<file path="src/wbps_pkg.sv">
// Shared types, register indexes and pattern helpers for the wildcard byte scanner.
package wbps_pkg;

	localparam int DEF_MAX_PATTERN_BYTES = 16;
	localparam int DEF_OFFSET_BITS       = 32;

	localparam int CFG_DATA_W  = 64;
	localparam int CFG_INDEX_W = 2;
	localparam int LEN_REG_W   = 5;
	localparam int OFFSET_W    = 32;

	localparam logic [CFG_INDEX_W-1:0] CFG_PATTERN_LOW  = 2'd0;
	localparam logic [CFG_INDEX_W-1:0] CFG_PATTERN_HIGH = 2'd1;
	localparam logic [CFG_INDEX_W-1:0] CFG_PATTERN_LEN  = 2'd2;

	localparam logic [LEN_REG_W-1:0] LEN_RESET = 5'd1;

	// one accepted image beat handed to the scan core
	typedef struct packed {
		logic       en;
		logic [7:0] data;
		logic       last;
	} step_t;

	// result produced by the scan core for the beat being stepped
	typedef struct packed {
		logic                valid;
		logic                found;
		logic [OFFSET_W-1:0] offset;
	} result_t;

	// pattern byte idx; bytes past the two register words are wildcards
	function automatic logic [7:0] pat_byte(input logic [63:0] lo, input logic [63:0] hi,
		input int idx);
		logic [7:0] b;
		b = 8'h00;
		if (idx >= 0 && idx < 8) begin
			b = lo[8*idx +: 8];
		end else if (idx >= 8 && idx < 16) begin
			b = hi[8*(idx-8) +: 8];
		end
		return b;
	endfunction

endpackage

</file>
<file path="src/wbps_match.sv">
// Parallel window compare against the wildcard pattern.
module wbps_match import wbps_pkg::*; #(
	parameter int MAX_PATTERN_BYTES = DEF_MAX_PATTERN_BYTES,
	parameter int LEN_W             = $clog2(MAX_PATTERN_BYTES + 1)
) (
	input  logic [7:0]       win [MAX_PATTERN_BYTES],
	input  logic [63:0]      pattern_lo,
	input  logic [63:0]      pattern_hi,
	input  logic [LEN_W-1:0] len,
	output logic             hit
);

	// window slot j (0 = newest) lines up with pattern byte len-1-j
	always_comb begin
		logic [7:0] p;
		int         pidx;
		hit = 1'b1;
		for (int j = 0; j < MAX_PATTERN_BYTES; j++) begin
			pidx = int'(len) - 1 - j;
			p    = pat_byte(pattern_lo, pattern_hi, pidx);
			if (pidx == 0) begin
				// first pattern byte: exact, even when zero
				if (win[j] != p) hit = 1'b0;
			end else if (pidx > 0) begin
				if (p != 8'h00 && win[j] != p) hit = 1'b0;
			end
		end
	end

endmodule

</file>
<file path="src/wbps_core.sv">
// Scan state: byte window, saturating byte count, matched flag and result build.
module wbps_core import wbps_pkg::*; #(
	parameter int MAX_PATTERN_BYTES = DEF_MAX_PATTERN_BYTES,
	parameter int OFFSET_BITS       = DEF_OFFSET_BITS
) (
	input  logic                 clk,
	input  logic                 arst_n,
	input  step_t                step,
	input  logic [63:0]          pattern_lo,
	input  logic [63:0]          pattern_hi,
	input  logic [LEN_REG_W-1:0] pattern_len,
	output result_t              res
);

	localparam int LEN_W = $clog2(MAX_PATTERN_BYTES + 1);
	localparam int EXT_W = (OFFSET_BITS > OFFSET_W) ? OFFSET_BITS : OFFSET_W;

	logic [7:0]             win_q  [MAX_PATTERN_BYTES];
	logic [7:0]             win_nx [MAX_PATTERN_BYTES];
	logic [OFFSET_BITS-1:0] cnt_q;
	logic [OFFSET_BITS-1:0] cnt_nx;
	logic [OFFSET_BITS-1:0] diff;
	logic [EXT_W-1:0]       diff_ext;
	logic                   matched_q;
	logic [LEN_W-1:0]       len_act;
	logic                   hit;
	logic                   match_now;

	// zero length acts as one, oversize saturates
	always_comb begin
		if (pattern_len == '0) begin
			len_act = LEN_W'(1);
		end else if (int'(pattern_len) > MAX_PATTERN_BYTES) begin
			len_act = LEN_W'(MAX_PATTERN_BYTES);
		end else begin
			len_act = LEN_W'(pattern_len);
		end
	end

	always_comb begin
		win_nx[0] = step.data;
		for (int k = 1; k < MAX_PATTERN_BYTES; k++) begin
			win_nx[k] = win_q[k-1];
		end
	end

	assign cnt_nx = (cnt_q == '1) ? cnt_q : cnt_q + 1'b1;

	wbps_match #(
		.MAX_PATTERN_BYTES(MAX_PATTERN_BYTES),
		.LEN_W            (LEN_W)
	) u_match (
		.win       (win_nx),
		.pattern_lo(pattern_lo),
		.pattern_hi(pattern_hi),
		.len       (len_act),
		.hit       (hit)
	);

	assign match_now = hit && (cnt_nx >= OFFSET_BITS'(len_act));
	assign diff      = cnt_nx - OFFSET_BITS'(len_act);
	assign diff_ext  = EXT_W'(diff);

	always_comb begin
		res = '0;
		if (step.en && !matched_q) begin
			if (match_now) begin
				res.valid  = 1'b1;
				res.found  = 1'b1;
				res.offset = diff_ext[OFFSET_W-1:0];
			end else if (step.last) begin
				res.valid = 1'b1;
			end
		end
	end

	always_ff @(posedge clk or negedge arst_n) begin
		if (!arst_n) begin
			for (int k = 0; k < MAX_PATTERN_BYTES; k++) win_q[k] <= 8'h00;
			cnt_q     <= '0;
			matched_q <= 1'b0;
		end else if (step.en) begin
			if (step.last) begin
				// end of image: rearm
				for (int k = 0; k < MAX_PATTERN_BYTES; k++) win_q[k] <= 8'h00;
				cnt_q     <= '0;
				matched_q <= 1'b0;
			end else if (!matched_q) begin
				win_q     <= win_nx;
				cnt_q     <= cnt_nx;
				matched_q <= match_now;
			end
		end
	end

endmodule

</file>
<file path="src/wildcard_byte_pattern_search.sv">
// Top level of the wildcard byte signature scanner.
//
//  channel   signals                                  direction
//  image     in_valid/in_ready, image_byte, last_byte  in
//  result    out_valid/out_ready, found, match_offset  out
//  config    cfg_we, cfg_index, cfg_data               in (write only)
//
// One image byte per cycle while in_ready is high: a beat lands in the _s1
// input register, the window shift and parallel compare run when it moves on,
// and any result lands in the output register.
// in_ready drops only when the input register is full and the output
// register holds a result nobody has taken. Reset clears the window, count,
// matched flag and config (pattern length resets to one).
module wildcard_byte_pattern_search import wbps_pkg::*; #(
	parameter int MAX_PATTERN_BYTES = DEF_MAX_PATTERN_BYTES,
	parameter int OFFSET_BITS       = DEF_OFFSET_BITS
) (
	input  logic                   clk,
	input  logic                   arst_n,
	input  logic                   in_valid,
	output logic                   in_ready,
	input  logic [7:0]             image_byte,
	input  logic                   last_byte,
	output logic                   out_valid,
	input  logic                   out_ready,
	output logic                   found,
	output logic [OFFSET_W-1:0]    match_offset,
	input  logic                   cfg_we,
	input  logic [CFG_INDEX_W-1:0] cfg_index,
	input  logic [CFG_DATA_W-1:0]  cfg_data
);

	// config registers
	logic [63:0]          pattern_lo_q;
	logic [63:0]          pattern_hi_q;
	logic [LEN_REG_W-1:0] pattern_len_q;

	// input stage
	logic       valid_s1;
	logic [7:0] image_byte_s1;
	logic       last_byte_s1;
	logic       adv;

	// output register
	logic                out_valid_q;
	logic                found_q;
	logic [OFFSET_W-1:0] match_offset_q;

	step_t   step;
	result_t res;

	always_ff @(posedge clk or negedge arst_n) begin
		if (!arst_n) begin
			pattern_lo_q  <= '0;
			pattern_hi_q  <= '0;
			pattern_len_q <= LEN_RESET;
		end else if (cfg_we) begin
			unique case (cfg_index)
				CFG_PATTERN_LOW:  pattern_lo_q  <= cfg_data;
				CFG_PATTERN_HIGH: pattern_hi_q  <= cfg_data;
				CFG_PATTERN_LEN:  pattern_len_q <= cfg_data[LEN_REG_W-1:0];
				default: ;  // unmapped index, write dropped
			endcase
		end
	end

	// the staged beat moves on whenever the output register can take a result
	assign adv      = valid_s1 && (!out_valid_q || out_ready);
	assign in_ready = !valid_s1 || adv;

	always_ff @(posedge clk or negedge arst_n) begin
		if (!arst_n) begin
			valid_s1 <= 1'b0;
		end else if (in_ready) begin
			valid_s1 <= in_valid;
		end
	end

	always_ff @(posedge clk) begin
		if (in_ready && in_valid) begin
			image_byte_s1 <= image_byte;
			last_byte_s1  <= last_byte;
		end
	end

	assign step.en   = adv;
	assign step.data = image_byte_s1;
	assign step.last = last_byte_s1;

	wbps_core #(
		.MAX_PATTERN_BYTES(MAX_PATTERN_BYTES),
		.OFFSET_BITS      (OFFSET_BITS)
	) u_core (
		.clk        (clk),
		.arst_n     (arst_n),
		.step       (step),
		.pattern_lo (pattern_lo_q),
		.pattern_hi (pattern_hi_q),
		.pattern_len(pattern_len_q),
		.res        (res)
	);

	always_ff @(posedge clk or negedge arst_n) begin
		if (!arst_n) begin
			out_valid_q <= 1'b0;
		end else if (res.valid) begin
			out_valid_q <= 1'b1;
		end else if (out_ready) begin
			out_valid_q <= 1'b0;
		end
	end

	always_ff @(posedge clk) begin
		if (res.valid) begin
			found_q        <= res.found;
			match_offset_q <= res.offset;
		end
	end

	assign out_valid    = out_valid_q;
	assign found        = found_q;
	assign match_offset = match_offset_q;

	// a not-found beat always reports offset zero
	a_notfound_offset: assert property (@(posedge clk) disable iff (!arst_n)
		out_valid && !found |-> match_offset == '0)
		else $error("not-found result with nonzero offset");

	// a beat held in the input stage keeps its byte while the result side stalls
	a_s1_hold: assert property (@(posedge clk) disable iff (!arst_n)
		valid_s1 && !adv |=> valid_s1 && $stable(image_byte_s1) && $stable(last_byte_s1))
		else $error("staged beat lost during stall");

	// an empty input stage never refuses a beat
	a_ready_when_empty: assert property (@(posedge clk) disable iff (!arst_n)
		!valid_s1 |-> in_ready)
		else $error("input refused with empty stage");

endmodule
</file>
<file path="config.mk">
export PLATFORM = sky130hd
export DESIGN_NAME = wildcard_byte_pattern_search
export DESIGN_NICKNAME = d
export VERILOG_FILES = /design/src/wbps_pkg.sv /design/src/wbps_match.sv /design/src/wbps_core.sv /design/src/wildcard_byte_pattern_search.sv
export SDC_FILE = /design/constraint.sdc
export NUM_CORES = 1
export LEC_CHECK = 0
export CAP_MARGIN = 10
export CORE_ASPECT_RATIO = 2
export CORE_UTILIZATION = 45
export DETAILED_ROUTE_END_ITERATION = 10
export DONT_BUFFER_PORTS = 1
export MAX_ROUTING_LAYER = met4
export PLACE_DENSITY = 0.74
export SLEW_MARGIN = 20
export SYNTH_ARGS = -nofsm -noshare
export SYNTH_HDL_FRONTEND = slang
export SYNTH_SLANG_ARGS = --single-unit
</file>
<file path="constraint.sdc">
create_clock -name clk -period 9.4 [get_ports clk]
set_input_delay 1.88 -clock clk [delete_from_list [all_inputs] [get_ports clk]]
set_output_delay 1.88 -clock clk [all_outputs]
set_load 0.02 [all_outputs]
</file>
# [After elaboration in Yosys (flattened, before gate mapping)]
# Cells that the tools add are included.
[totals] reg_bits=330 input_bits=80 out_inout_bits=35 elab_cells=401
[classes] addsub=33 n_lt_le_gt_ge=82 eq_ne=20 shift=32 n_mux=111 reduce_logical=97
[ops] operator="64-bit by 10-bit variable part select with 8-bit output" n=16
[ops] operator="64-bit by 32-bit variable part select with 8-bit output" n=14
[ops] operator="32-bit logical NOT" n=16
[ops] operator="128-bit two-way mux" n=2
[ops] operator="8-bit two-way mux" n=32
[ops] operator="8-bit != test" n=16
[ops] operator="8-bit nonzero test" n=16
[ops] operator="7-bit by 5-bit subtractor with 8-bit output (second input constant)" n=15
[ops] operator="7-bit by 1-bit >= comparator with 1-bit output (second input constant)" n=15
[ops] operator="7-bit by 5-bit >= comparator with 1-bit output (second input constant)" n=15
[ops] operator="7-bit by 1-bit > comparator with 1-bit output (second input constant)" n=15
[ops] operator="7-bit by 5-bit less-than comparator with 1-bit output (second input constant)" n=15
[ops] operator="7-bit by 6-bit less-than comparator with 1-bit output (second input constant)" n=15
[ops] operator="32-bit two-way mux" n=3
[ops] operator="1-bit two-way mux" n=70
[ops] operator="64-bit by 11-bit variable part select with 8-bit output" n=1
[ops] operator="64-bit by 9-bit variable part select with 8-bit output" n=1
[ops] operator="6-bit by 5-bit subtractor with 7-bit output (second input constant)" n=8
[ops] operator="1-bit logical AND" n=52
[ops] operator="34-bit two-way mux" n=1
[ops] operator="33-bit two-way mux" n=1
[ops] operator="32-bit by 1-bit adder with 32-bit output (second input constant)" n=1
[ops] operator="32-bit == test (second input constant)" n=1
[ops] operator="32-bit by 5-bit >= comparator with 1-bit output" n=1
[ops] operator="other kinds (21)" n=33

# [Logic depth before layout (Yosys ltp)]
# Gate-level depths: netlist (run 1).
[logic_depth] word_depth=62 depth_mapped=35

# [Modules after synthesis]
# Synthesis (run 1) repeated with hierarchy kept, for this count alone.
[hier_totals] hier_cells=3072 area_unflattened_um2=30116.4
[by_module_without_submodules] module="wbps_match" n_inst=1 cells_per_inst=1979 area_per_inst_um2=15564.9
[by_module_without_submodules] module="wbps_core" n_inst=1 cells_per_inst=760 area_per_inst_um2=7840.0
[by_module_without_submodules] module="wildcard_byte_pattern_search" n_inst=1 cells_per_inst=333 area_per_inst_um2=6711.4

# [Worst setup path before layout (run 1)]
# Ideal clock, no wire load.
[synth_path] path_type="register to register" from="register pattern_len_q[1]" to="register found_q, in the netlist found, enable pin" setup_ps=434 arrival_ps=9124 required_ps=8966 setup_slack_ps=-158 stages_incl_launch_ff=34 n_path_buf=10 period_less_slack_ps=9558 cell_sequence="dfrtp_1 -> buf_2 -> or4_4 -> nand2_2 -> buf_6 -> inv_4 -> buf_2 -> buf_2 -> ha_1 -> buf_1 -> xnor2_1 -> inv_2 -> buf_2 -> buf_1 -> buf_2 -> buf_2 -> ha_1 -> a22oi_1 -> o21ai_0 -> or3_1 -> and2_1 -> a21oi_1 -> ha_1 -> or4_1 -> o2111ai_1 -> a221oi_1 -> nand2_1 -> o221ai_1 -> a2111oi_0 -> a41oi_1 -> a2111oi_4 -> nand4_4 -> buf_6 -> a21oi_1"
[synth_rtl] element="from (decl)" line="wildcard_byte_pattern_search.sv:36" text="logic [LEN_REG_W-1:0] pattern_len_q;"
[synth_rtl] element="from (signal assigned)" line="wildcard_byte_pattern_search.sv:61" text="CFG_PATTERN_LEN: pattern_len_q <= cfg_data[LEN_REG_W-1:0];"
[synth_rtl] element="to (signal assigned)" line="wildcard_byte_pattern_search.sv:115" text="found_q <= res.found;"
[synth_rtl] element="to (decl)" line="wildcard_byte_pattern_search.sv:46" text="logic found_q;"

==> results.cfg, run 1 <==
[finish]
layout-area-overhead-vs-synth_pct = 7.43
fillerInstances = 6088
num-nets-final = 3208
layout_commonest_cell = dfrtp_1
final_cell_mix = 284 x dfrtp_1, 208 x nand2_1, 191 x o21ai_0
postLayoutCoreUtil_pct = 48.8
final_layout_size_suffix_gt1_share_pct = 16.5

[synthesis]
synth.yosys.seq_area_share_pct = 29.3
syn_avg_cell_area_um2 = 9.11
share_of_async_settable_or_async_resettable_flops_after_synthesis_pct = 87.3
yosysWarningCount = 26
synthCells = 3172
synth.ff_latch_count = 330
synth-main-ff-cell = dfrtp_1
mapped_area_um2 = 28900
synth-edff-count = 42
ys_types = 102
syn-num-nets = 3314

[timing]
slew-limit-headroom_pct = 5.36
final-hold-violation-count = 0
fin_setup_tns_ns = 0
rsz0062_at_grt = false
setup_viol = 0
worst_margin_pin_slew_ns = 1.42
max_freq_ghz = 0.121
final.setup_skew_ns = 0.0258
maxSlewViolCount = 0
fin_crit_ns = 8.26
post-route-period-util_pct = 87.9

[floorplan]
i_o_pin_count = 115
rows = 131
die-area_um2 = 65300
floorplan.die.height_um = 360
design.core.area_um2 = 63600
die-width_um = 181
initial_utilization_pct = 45.4

[clock_tree]
cts_sink_cnt = 330
cts.path.max_buffers = 3
cts-buffers-inserted = 31
cts.repair_timing.setup_buffer_count = 0
cts_repair_resize_count = 0
hold_buffers = 0
clk_transition_reported_paths_ns = 0.07
clkLatencyLatePin_ns = 0.69
clock_tree.htree_level_count = 1
cts_tree = done
clock_tree.root_cell = clkbuf_16

[global_routing]
grt_start_max_net_pins = 289
grtUsageTotal_pct = 57.2
grt.overflow.total = 0
global_route_wire_length_before_repair_um = 253000
antenna_found_initial = 10
number_of_global_route_vias_before_repair = 30762

[power]
power_leakage_nw = 12.2
vdd.ir_drop.worst_uv = 204
pwr_density_cell_nw_per_um2 = 361

[route]
totalWireLength_um = 177000
routedWlPerCell_um = 45.4
avgViaCountPerCell = 7.93
vias = 30991
drtAntennaViolNets = 0
drt_first_pass_iters = 8
detail_route.drc_violations = 0
first_iteration_detailed_routing_drc_count = 4101

[setup_path]
endpoint_kind = flip-flop
timing.critical_path.from_type = flip-flop
crit_fanout = 94
cp.required_ns = 9.73
worstPathArrival_ns = 8.59
worst-setup-path-type = flip-flop to flip-flop

[placed_design]
globalplace.congestion = 1.13
io_buffer_count = 0
dp_hpwl_um = 134000

[flow_run]
maxCapViolCount = 0

[run_status]
status = completed

[min_path]
hold_class = flip-flop to flip-flop
## metal layers
metal  global-route usage, %  wire length (um)
met3                    22.9             18100
met4                    69.7             29000
met2                    85.5             79600
met5                       -                 0
met1                    50.2             50500
## synthesized netlist by cell type, types with 71 or more instances
cell	count	area [um2]
dfrtp_1	287	7180
mux2_2	166	1870
nand2_1	208	781
xnor2_1	111	972
nor2_1	157	589
o21ai_0	194	971
clkbuf_1	169	634
nor3_1	72	360
nand3_1	146	731
inv_1	106	398
a22o_1	117	1020
mux4_2	76	1710
nand4_1	71	444
mux2i_1	142	1420
a21oi_1	118	591
## metrics by stage
| step | worst slack [ns] | hold slack (ns) | instances | power (mW) | instance area [um2] |
|---|---|---|---|---|---|
| floorplan | 0.585 | 0.473 | 3172 | 6.21 | 28900 |
| global placement | 1.49 | 0.490 | 3830 | 9.16 | 29800 |
| detailed placement | 1.46 | 0.492 | 3830 | 9.14 | 29800 |
| CTS | 1.44 | 0.516 | 3888 | 10.6 | 30900 |
| global route | 0.820 | 0.522 | 3902 | 11.4 | 31000 |
| finish | 1.14 | 0.517 | 3907 | 11.2 | 31000 |
## worst max-delay path: stages, from the launching register on
cell and delay (ns):
dfrtp_2 0.62, or4_4 0.65, nand2_4 0.12, buf_12 0.46
ha_4 0.34, inv_2 0.20, buf_4 0.79, a211oi_2 0.05
buf_4 0.25, and2_1 0.19, o21bai_1 0.85, o211ai_1 0.64
a22oi_2 0.38, xnor2_1 0.10, nor4_1 0.43, nand4_1 0.34
a2111oi_4 0.50, nand4_4 0.16, a21oi_4 0.19, buf_4 0.42
## sequential cells by signal, summed over array words and instances (netlist names), 5 cells and up
signal / cells
pattern_hi_q: 64
u_core.cnt_q: 32
match_offset: 32
image_byte_s1: 8
pattern_len_q: 5
u_core.win_nx: 120
pattern_lo_q: 64
## power breakdown
| group | internal, mW | switching, mW | leakage (nW) |
|---|---|---|---|
| registers | 1.73 | 0.544 | 4.13 |
| logic | 2.26 | 5.22 | 7.59 |
| clock network | 0.776 | 0.670 | 0.528 |
## cell families (layout without fill, tap and decap cells)
| group | count (synthesis) | after routing | synth area share, % |
|---|---|---|---|
| adders and majority gates | 64 | 64 | 2.78 |
| xor gates and xnor gates | 166 | 166 | 5.27 |
| DFF | 330 | 330 | 29.3 |
| other | 0 | 18 | 0 |
| AOI/OAI and AO/OA | 920 | 920 | 22.8 |
| muxes | 385 | 385 | 17.4 |
| buffers and inverters | 359 | 278 | 5.12 |
| and+or+nand+nor | 948 | 948 | 17.4 |
## area by class of cell
| type | count | area [um2] | area share [%] |
|---|---|---|---|
| Clock buffer | 39 | 837 | 2.70 |
| Sequential cell | 330 | 8470 | 27.3 |
| Clock inverter | 19 | 260 | 0.838 |
| Multi-Input combinational cell | 2483 | 19200 | 61.7 |
| Inverter | 111 | 419 | 1.35 |
| Timing Repair Buffer | 109 | 862 | 2.78 |
| Antenna cell | 18 | 45.0 | 0.145 |
| Tap cell | 798 | 998 | 3.22 |
## worst paths after layout
check / from / end / slack, ns / depth (start not counted)
max in group asynchronous: arst_n / u_core.cnt_q[25] / 7.67 / 0
hold / removal: u_core.win_nx[76] / u_core.win_nx[76] / 0.52 / 1
setup / recovery: pattern_len_q[4] / match_offset[2] / 1.14 / 19
min in group asynchronous: arst_n / pattern_hi_q[19] / 0.89 / 0
hold reg to reg: u_core.win_nx[76] / u_core.win_nx[76] / 0.52 / 1
setup reg to reg: pattern_len_q[4] / match_offset[2] / 1.14 / 19
Note: power is estimated with default switching activity, not from simulation.
==> run 2, diff against run 1 <==
--- a/config.mk
+++ b/config.mk
@@ -10,6 +10,7 @@
 export CORE_UTILIZATION = 45
 export DETAILED_ROUTE_END_ITERATION = 10
 export DONT_BUFFER_PORTS = 1
+export GPL_TIMING_DRIVEN = 0
 export MAX_ROUTING_LAYER = met4
 export PLACE_DENSITY = 0.74
 export SLEW_MARGIN = 20
==> run 2 against run 1 <==
The flow now stops in 5_1_grt. Area after synthesis unchanged. Synthesized cell count unchanged.
==> results.cfg, run 2 <==
[synthesis]
post_synth_mux_area_share_pct = 17.4
syn_avg_cell_area_um2 = 9.11
synthXorXnorAreaFrac_pct = 5.27
synth.ff_latch_count = 330
yosysWarningCount = 26
synth_compound_area_share_pct = 22.8
share_of_async_settable_or_async_resettable_flops_after_synthesis_pct = 87.3
synthCells = 3172
synth_top_cells_by_count = 287 x dfrtp_1, 208 x nand2_1, 194 x o21ai_0
yosys-top-cells-area = dfrtp_1 25%, mux2_2 6.5%, mux4_2 5.9%, mux2i_1 4.9%, edfxtp_1 4.4%
netlist.area_leader.share_pct = 24.9
synth_most_common_cell = dfrtp_1
synth.yosys.seq_area_share_pct = 29.3
yosys.area_share.simple_pct = 17.4
mapped_area_um2 = 28900
syn-num-nets = 3314
post_synth_fa_ha_maj_area_fraction_pct = 2.78
synth_top_cell_by_area = dfrtp_1
synth_top_family_by_area = compound AO/OA/AOI/OAI gates
ys_types = 102
synth-edff-count = 42
synth-main-ff-cell = dfrtp_1

[global_routing]
grtUsageTotal_pct = 73.1
grt_start_max_net_pins = 289
global_route_wire_length_before_repair_um = 334000
grt.overflow.total = 429
number_of_global_route_vias_before_repair = 36492

[floorplan]
i_o_pin_count = 115
initial_utilization_pct = 45.4
rows = 131
die-width_um = 181
floorplan.die.height_um = 360

[run_status]
status = did not finish
lastStage = 5_1_grt
firstError = [ERROR GRT-0116] Global routing finished with congestion. Check the congestion regions in the DRC Viewer.

[placed_design]
globalplace.congestion = 1.19
io_buffer_count = 0
place_ws_ns = -3.77
dp_hpwl_um = 152000
cell_total_after_placement = 3979

[clock_tree]
hold_buffers = 0
clock_tree.root_cell = clkbuf_16
cts-buffers-inserted = 30
cts_sink_cnt = 330
cts.path.max_buffers = 3
clock_tree.htree_level_count = 1
-- run 2: logic make-up after synthesis --
kind of cell               after synthesis
AOI/OAI and AO/OA                      920
xor gates and xnor gates               166
adders and majority gates               64
buffers and inverters                  359
DFF                                    330
muxes                                  385
and+or+nand+nor                        948
-- run 2: per-layer routing --
layer | global-route usage [%] | GRT overflow
met2 | 92.6 | 267
met5 | - | -
met3 | 47.4 | 16
met4 | 76.1 | 146
met1 | 71.6 | 0
-- run 2: what timing repair did --
| item | in CTS |
|---|---|
| gates resized for setup | 94 |
| buffers inserted | 6 |
| setup endpoints to repair | 68 |
| cloned | 0 |
| pin swaps | 5 |
-- run 2: stage by stage --
| stage | instance area [um2] | hold slack (ns) |
|---|---|---|
| 4_1_cts | 31400 | 0.518 |
| 3_5_place_dp | 30100 | 0.498 |
| 3_3_place_gp | 29900 | 0.488 |
| 2_1_floorplan | 28900 | 0.473 |
==> run 3, diff against run 2 <==
--- a/config.mk
+++ b/config.mk
@@ -6,13 +6,11 @@
 export NUM_CORES = 1
 export LEC_CHECK = 0
 export CAP_MARGIN = 10
-export CORE_ASPECT_RATIO = 2
-export CORE_UTILIZATION = 45
+export CORE_UTILIZATION = 30
 export DETAILED_ROUTE_END_ITERATION = 10
 export DONT_BUFFER_PORTS = 1
 export GPL_TIMING_DRIVEN = 0
-export MAX_ROUTING_LAYER = met4
-export PLACE_DENSITY = 0.74
+export PLACE_DENSITY_LB_ADDON = 0.15
 export SLEW_MARGIN = 20
 export SYNTH_ARGS = -nofsm -noshare
 export SYNTH_HDL_FRONTEND = slang
==> constraint.sdc (replaced) <==
create_clock -name clk -period 12.2 [get_ports clk]
set_input_delay 2.44 -clock clk [delete_from_list [all_inputs] [get_ports clk]]
set_output_delay 2.44 -clock clk [all_outputs]
set_load 0.02 [all_outputs]
==> run 3 against run 2 <==
The flow now finishes without violations.
==> results.cfg, run 3 (synthesis gave the netlist of run 1 again) <==
[power]
pwr-share-seq_pct = 20.2
share_comb_of_total_power_pct = 64.0
p_clk_share_pct = 15.7
total_power_mw = 8.79
power_leakage_nw = 12.4
vdd.ir_drop.worst_uv = 131
p_switching_mw = 4.91
sw_frac_of_total_pct = 55.9
pwr_density_cell_nw_per_um2 = 272
cellInternalPower_mw = 3.87

[route]
routedWlPerCell_um = 39.9
drt_first_pass_iters = 6
avgViaCountPerCell = 6.66
totalWireLength_um = 181000
vias = 30211
detail_route.drc_violations = 0
drtAntennaViolNets = 0
first_iteration_detailed_routing_drc_count = 4006

[finish]
final_cell_mix = 287 x dfrtp_1, 208 x nand2_1, 192 x o21ai_0
multi_input_comb_area_um2 = 19100
design_area_um2 = 32300
layout_commonest_cell = dfrtp_1
num-nets-final = 3365
largest_register_ffs = 120
layout-area-overhead-vs-synth_pct = 11.7
non_filler_instance_count_after_layout = 4538
fillerInstances = 9961
layout.area.seq_um2 = 8470
final_layout_size_suffix_gt1_share_pct = 14.8

[setup_path]
worstPathArrival_ns = 12.52
cpMaxStageDelayCell = a22oi_1
crit_top_cell = buf_2
timing.critical_path.from_type = flip-flop
worst-setup-path-type = flip-flop to flip-flop
worst_path_largest_cell_delay_ns = 0.90
cp.required_ns = 12.54
endpoint_kind = flip-flop
ff2ff_setup_slack_ns = 0.02
crit_fanout = 19

[flow_run]
maxCapViolCount = 0

[timing]
post-route-period-util_pct = 99.8
whs_ns = 0.507
setup_viol = 0
max_freq_ghz = 0.0821
slew-limit-headroom_pct = 10.4
final.setup_skew_ns = 0.0202
final-hold-violation-count = 0
maxSlewViolCount = 0
rsz0062_at_grt = false
fin_setup_tns_ns = 0
worst_margin_pin_slew_ns = 1.34
fin_crit_ns = 12.18

[floorplan]
i_o_pin_count = 115
initial_utilization_pct = 30.4
rows = 113
floorplan.die.height_um = 312
die-width_um = 312
die-area_um2 = 97600
design.core.area_um2 = 95200

[placed_design]
cell_total_after_placement = 4447
dp_hpwl_um = 142000
place_area_um2 = 30700
globalplace.congestion = 1.14
io_buffer_count = 0

[global_routing]
grtUsageTotal_pct = 36.4
global_route_wire_length_before_repair_um = 247000
antenna_found_initial = 15
grt_start_max_net_pins = 289
number_of_global_route_vias_before_repair = 28279
grt.overflow.total = 0

[clock_tree]
cts_repair_resize_count = 0
cts_tree = done
cts.path.max_buffers = 3
clock_tree.htree_level_count = 2
cts-buffers-inserted = 42
cts_sink_cnt = 330
cts.repair_timing.setup_buffer_count = 0
hold_buffers = 0
clk_transition_reported_paths_ns = 0.06
clock_tree.root_cell = clkbuf_16
clkLatencyLatePin_ns = 0.63

[run_status]
status = completed

[min_path]
hold_class = flip-flop to flip-flop
run 3: layout make-up:
class                           count  area share (%)
Multi-Input combinational cell   2483            59.1
Tap cell                         1265            4.90
Inverter                          111            1.30
Sequential cell                   330            26.2
Buffer                            245            3.27
Clock buffer                       56            3.70
Antenna cell                       17           0.132
Clock inverter                     21            1.02
Timing Repair Buffer               10           0.283
run 3: path summary, 6_finish.rpt:
check | depth (start not counted) | from | to
max reg2reg | 29 | pattern_len_q[4] | match_offset[2]
min reg2reg | 1 | u_core.win_nx[61] | u_core.win_nx[61]
max | 29 | pattern_len_q[4] | match_offset[2]
min | 1 | u_core.win_nx[61] | u_core.win_nx[61]
max in group asynchronous | 0 | arst_n | pattern_hi_q[48]
min in group asynchronous | 0 | arst_n | u_core.win_nx[2]
run 3: metal layers:
layer | part of all wire (%) | track usage (%)
met1 | 39 | 45.4
met2 | 42 | 53.4
met3 | 11 | 11.7
met4 | 8.0 | 24.6
met5 | 0 | 0.0484
run 3: stage by stage:
stage	util, %	setup WS, ns
final	33.9	0.0183
after global routing	33.9	0.0318
after CTS	33.9	0.0502
after detailed placement	32.3	0.0255
after global placement	32.0	-1.97
after floorplan	-	2.64
run 3: power groups by stage:
stage | logic (mW) | clock network (mW) | registers (mW)
floorplan | 3.22 | 0 | 1.56
global placement | 5.28 | 0 | 1.78
detailed placement | 5.29 | 0 | 1.77
CTS | 5.30 | 1.41 | 1.75
global route | 5.75 | 1.45 | 1.77
finish | 5.62 | 1.38 | 1.78
run 3: worst max-delay path, delay by kind of cell, from the launching register on:
family,cells,cell delay (ns)
xor+xnor,1,0.26
fa+ha+maj,2,0.56
simple gates,6,1.21
flops,1,0.57
compound gates,6,3.35
buf+inv,14,5.83
